==> config.mk <==
export PLATFORM = sky130hd
export DESIGN_NAME = tccw_out_reg
export DESIGN_NICKNAME = d
export VERILOG_FILES = /design/src/rtl/core/text_console_cell_writer_unit_assert.svh /design/src/rtl/core/tccw_pkg.sv /design/src/rtl/core/tccw_out_reg.sv
export SDC_FILE = /design/constraint.sdc
export NUM_CORES = 1
export LEC_CHECK = 0
export BUFFER_PORTS_ARGS = -buffer_cell sky130_fd_sc_hd__buf_2
export CORE_UTILIZATION = 25
export CTS_BUF_LIST = sky130_fd_sc_hd__clkbuf_8
export CTS_CLUSTER_DIAMETER = 60
export DETAILED_ROUTE_END_ITERATION = 7
export PLACE_DENSITY_LB_ADDON = 0.3
export SYNTH_ARGS = -nofsm -noshare
export SYNTH_HDL_FRONTEND = slang
export SYNTH_SLANG_ARGS = --single-unit
export TNS_END_PERCENT = 30
==> constraint.sdc <==
create_clock -name clk_i -period 3.5 [get_ports clk_i]
set_clock_uncertainty 0.15 [all_clocks]
set_input_delay 0.35 -clock clk_i [delete_from_list [all_inputs] [get_ports clk_i]]
set_output_delay 0.35 -clock clk_i [all_outputs]
set_load 0.05 [all_outputs]
==> src/rtl/core/text_console_cell_writer_unit_assert.svh <==
// ----------------------------------------------------------------------------
// Text console cell writer assertion macros
// Short forms for clocked implication checks with an active-low reset.
// ----------------------------------------------------------------------------
`ifndef TEXT_CONSOLE_CELL_WRITER_UNIT_ASSERT_SVH
`define TEXT_CONSOLE_CELL_WRITER_UNIT_ASSERT_SVH

// The consequent must hold in the same cycle as the antecedent.
`define TCCW_ASSERT_IMPLIES(label, clk, rst_n, ante, cons) \
  label: assert property (@(posedge clk) disable iff (!rst_n) (ante) |-> (cons)) \
    else $error("text console cell writer: same-cycle check failed");

// The consequent must hold in the cycle after the antecedent.
`define TCCW_ASSERT_NEXT(label, clk, rst_n, ante, cons) \
  label: assert property (@(posedge clk) disable iff (!rst_n) (ante) |=> (cons)) \
    else $error("text console cell writer: next-cycle check failed");

`endif

==> src/rtl/core/tccw_pkg.sv <==
// ----------------------------------------------------------------------------
// Text console cell writer package
// Shared constants, command codes and the result record.
// ----------------------------------------------------------------------------
package tccw_pkg;

  // Default screen geometry.
  localparam int COLUMNS_DEF = 80;
  localparam int ROWS_DEF    = 25;

  // Field widths of the stream items.
  localparam int CMD_W  = 2;
  localparam int CHAR_W = 8;
  localparam int RROW_W = 5;
  localparam int RCOL_W = 7;
  localparam int OCOL_W = 7;
  localparam int OROW_W = 5;

  localparam int S_TDATA_W = 24;
  localparam int M_TDATA_W = 24;

  // Command codes.
  localparam logic [CMD_W-1:0] CMD_PUT   = 2'd0;
  localparam logic [CMD_W-1:0] CMD_CLEAR = 2'd1;
  localparam logic [CMD_W-1:0] CMD_READ  = 2'd2;

  // Control characters.
  localparam logic [CHAR_W-1:0] CHAR_NEWLINE   = 8'd10;
  localparam logic [CHAR_W-1:0] CHAR_BACKSPACE = 8'd8;

  typedef struct packed {
    logic [CHAR_W-1:0] cell_char;
    logic              scrolled;
    logic [OROW_W-1:0] cursor_row;
    logic [OCOL_W-1:0] cursor_col;
  } result_t;

endpackage

==> src/rtl/core/tccw_out_reg.sv <==
// ----------------------------------------------------------------------------
// Text console output register
// Holds one result so the sequencer can move on while the receiver stalls.
// ----------------------------------------------------------------------------
module tccw_out_reg (
  input  logic              clk_i,
  input  logic              rst_ni,
  input  logic              res_valid_i,
  input  tccw_pkg::result_t res_i,
  output logic              res_ready_o,
  output logic              out_valid_o,
  output tccw_pkg::result_t out_o,
  input  logic              out_ready_i
);

  logic              valid_q, valid_d;
  tccw_pkg::result_t data_q;

  assign res_ready_o = !valid_q || out_ready_i;

  always_comb begin
    valid_d = valid_q;
    if (res_valid_i && res_ready_o) begin
      valid_d = 1'b1;
    end else if (out_ready_i) begin
      valid_d = 1'b0;
    end
  end

  always_ff @(posedge clk_i or negedge rst_ni) begin
    if (!rst_ni) begin
      valid_q <= 1'b0;
    end else begin
      valid_q <= valid_d;
    end
  end

  always_ff @(posedge clk_i) begin
    if (res_valid_i && res_ready_o) begin
      data_q <= res_i;
    end
  end

  assign out_valid_o = valid_q;
  assign out_o       = data_q;

endmodule

==> impl_metrics.py <==
metrics = {
    "logic_synthesis": {
        "syn_nets": 50,
        "postSynthAreaPerCell_um2": 27.4,
        "synth_cell_types": 5,
        "synth_common_cells": "edfxtp_1 (21), and2_4 (1), dfrtp_1 (1), nand2b_1 (1), nand2b_4 (1)",
        "netlist_area_um2": 684,
        "async_reset_ff_share_pct": 4.55,
        "ys_ff_latch": 22,
        "synth-edff-count": 21,
        "synthTopCellsByArea": "edfxtp_1 (92%), dfrtp_1 (3.7%), nand2b_4 (2.0%), and2_4 (1.3%), nand2b_1 (0.91%)",
        "yosysTopAreaCellShare_pct": 92.1,
        "synthCells": 25,
        "synth_top_flop_cell": "edfxtp_1",
        "ys_seq_area_share_pct": 95.8,
        "synth_top_area_cell": "edfxtp_1",
        "yosys_warnings": 0,
        "synthMostInstantiatedCell": "edfxtp_1",
    },
    "worst_setup_path": {
        "crit_type": "register to output port",
        "required_ns": 3.00,
        "slowest_delay_ns": 0.40,
        "crit_chain": "nand2b_4, buf_2",
        "cp-startpoint": "out_valid_o",
        "arrival_ns": 0.99,
        "start_kind": "register",
        "crit_path_max_fanout": 3,
        "r2r-start": "out_valid_o",
        "crit_path_top_delay_cell": "dfrtp_1",
        "worstSetupEndpointType": "output port",
        "r2r_cells": 2,
    },
    "placed_design": {
        "numPortBuffers": 47,
        "preCtsSetupSlack_ns": 2.16,
        "gp_congestion": 0.714,
        "place_area_um2": 957,
    },
    "sta": {
        "max_freq_mhz": 673,
        "fin_ws_ns": 2.01,
        "rsz0062_at_grt": "false",
        "finalSetupTns_ns": 0,
        "setup_violations": 0,
        "finalCritPeriodShare_pct": 42.5,
        "slew_headroom_pct": 82.3,
        "fin_crit_ns": 1.49,
        "hold_viol": 0,
        "slew_viol_final": 0,
        "tightest_slew_ns": 0.265,
    },
    "hold_path": {
        "hp-start": "res_i[10]",
        "hp-class": "input pin to register",
        "hold_depth": 1,
    },
    "pwr": {
        "switching_share_pct": 25.7,
        "power_frac_seq_pct": 56.8,
        "pwr-share-comb_pct": 16.3,
        "intPower_mw": 0.405,
        "power_leakage_nw": 0.442,
        "ir_worst_vdd_v": 0.000209,
        "pwr-share-clk_pct": 27.0,
        "p_per_area_nw_per_um2": 539,
        "switchingPower_mw": 0.140,
    },
    "routing": {
        "drt-total-wl_mm": 1.30,
        "drt_iter0_markers": 9,
        "drc": 0,
        "drt-pass1-iter-count": 3,
        "num_vias": 406,
        "vias_per_cell": 3.79,
        "ant_nets": 0,
        "wire_per_inst_um": 12.1,
    },
    "floorplanning": {
        "dieWidth_um": 54.3,
        "io_pins": 48,
        "initial_core_util_pct": 27.1,
        "die_h_um": 54.3,
        "num_rows": 18,
        "die_area_um2": 2950,
        "coreArea_um2": 2520,
    },
    "finish": {
        "area_delta_synth_final_pct": 47.9,
        "final_layout_size_suffix_gt1_share_pct": 67.5,
        "final_area_um2": 1010,
        "layout.nets": 103,
        "final_core_util_pct": 40.1,
        "antenna_cells": 0,
    },
    "cts": {
        "cts_root_buffer": "clkbuf_8",
        "clk_pin_slew_ns": 0.07,
        "cts_sinks": 22,
        "cts_buffers": 3,
        "cts.htree.levels": 1,
        "cts_tree": "built",
        "post_cts_resized": 0,
        "max-clock-path-buffers": 2,
        "clk_latency_ns": 0.25,
    },
    "global_route": {
        "grt_overflow_total": 0,
        "grt_pass1_wl_mm": 1.80,
        "antenna_found_initial": 0,
        "track_usage_pct": 9.24,
        "grt_pass1_vias": 403,
        "grt_max_degree": 22,
    },
    "status": {
        "status": "finished clean",
    },
    "job": {
        "drv_cap": 0,
    },
}
cells by family (layout without fill, tap and decap cells):
group         after synthesis  in the layout  share of synthesized area (%)
buf+inv                     0             52                              0
flops                      22             22                           95.8
simple gates                3              3                           4.21
layout make-up:
class	count	area, µm²
fill	252	1510
clock buffer	3	41.3
sequential	22	656
timing repair buffer	48	245
tap	30	37.5
clock inverter	1	3.75
multi-input combinational	3	28.8
placed cells by master, fill, tap and decap left out:
| master | n |
|---|---|
| nand2b_4 | 1 |
| buf_2 | 47 |
| inv_1 | 1 |
| edfxtp_1 | 21 |
| dfrtp_1 | 1 |
| nand2b_1 | 1 |
| clkbuf_8 | 3 |
| and2_4 | 1 |
| dlygate4sd3_1 | 1 |
registers in the layout, summed over array words and instances (netlist names):
register	cells
out_o	21
out_valid_o	1
worst paths after layout:
check	endpoint	slack, ns
max in group asynchronous	out_valid_o	2.85
worst min-delay path	out_o[10]	0.12
worst min register to register	out_valid_o	0.39
worst max register to register	out_o[5]	2.24
min in group asynchronous	out_valid_o	0.27
worst max-delay path	res_ready_o	2.01
power groups by stage:
| stage | clock, mW | sequential [mW] | combinational, mW |
|---|---|---|---|
| final | 0.147 | 0.309 | 0.0887 |
| after global routing | 0.164 | 0.311 | 0.0929 |
| after global placement | 0 | 0.315 | 0.0881 |
| after CTS | 0.153 | 0.310 | 0.0898 |
| after floorplan | 0 | 0.365 | 0.0105 |
| after detailed placement | 0 | 0.315 | 0.0887 |
repair_timing:
action                    4_1_cts  5_1_grt
setup buffers                   0        0
hold buffers                    1        0
hold endpoints to repair        1        0
metal layers:
layer	share of wire, %	vias up	wire length (µm)	global-route usage, %
met4	1.0	0	13	6.41
met3	3.0	2	39	1.67
met5	0	-	0	0
met1	32	197	420	10.6
met2	64	7	825	15.4
li1	-	200	-	-
stage by stage:
stage	std cells	power, mW	hold WS [ns]
after floorplan	25	0.376	-0.0956
final	107	0.545	0.124
after global placement	102	0.403	-0.0240
after global routing	107	0.567	0.113
after detailed placement	102	0.404	-0.0237
after CTS	107	0.552	0.117
worst max-delay path, delay by kind of cell (launching register included):
| kind | cells | cell delay, ns |
|---|---|---|
| flops | 1 | 0.40 |
| buf+inv | 1 | 0.25 |
| simple gates | 1 | 0.08 |
(Power assumes the default switching activity.)
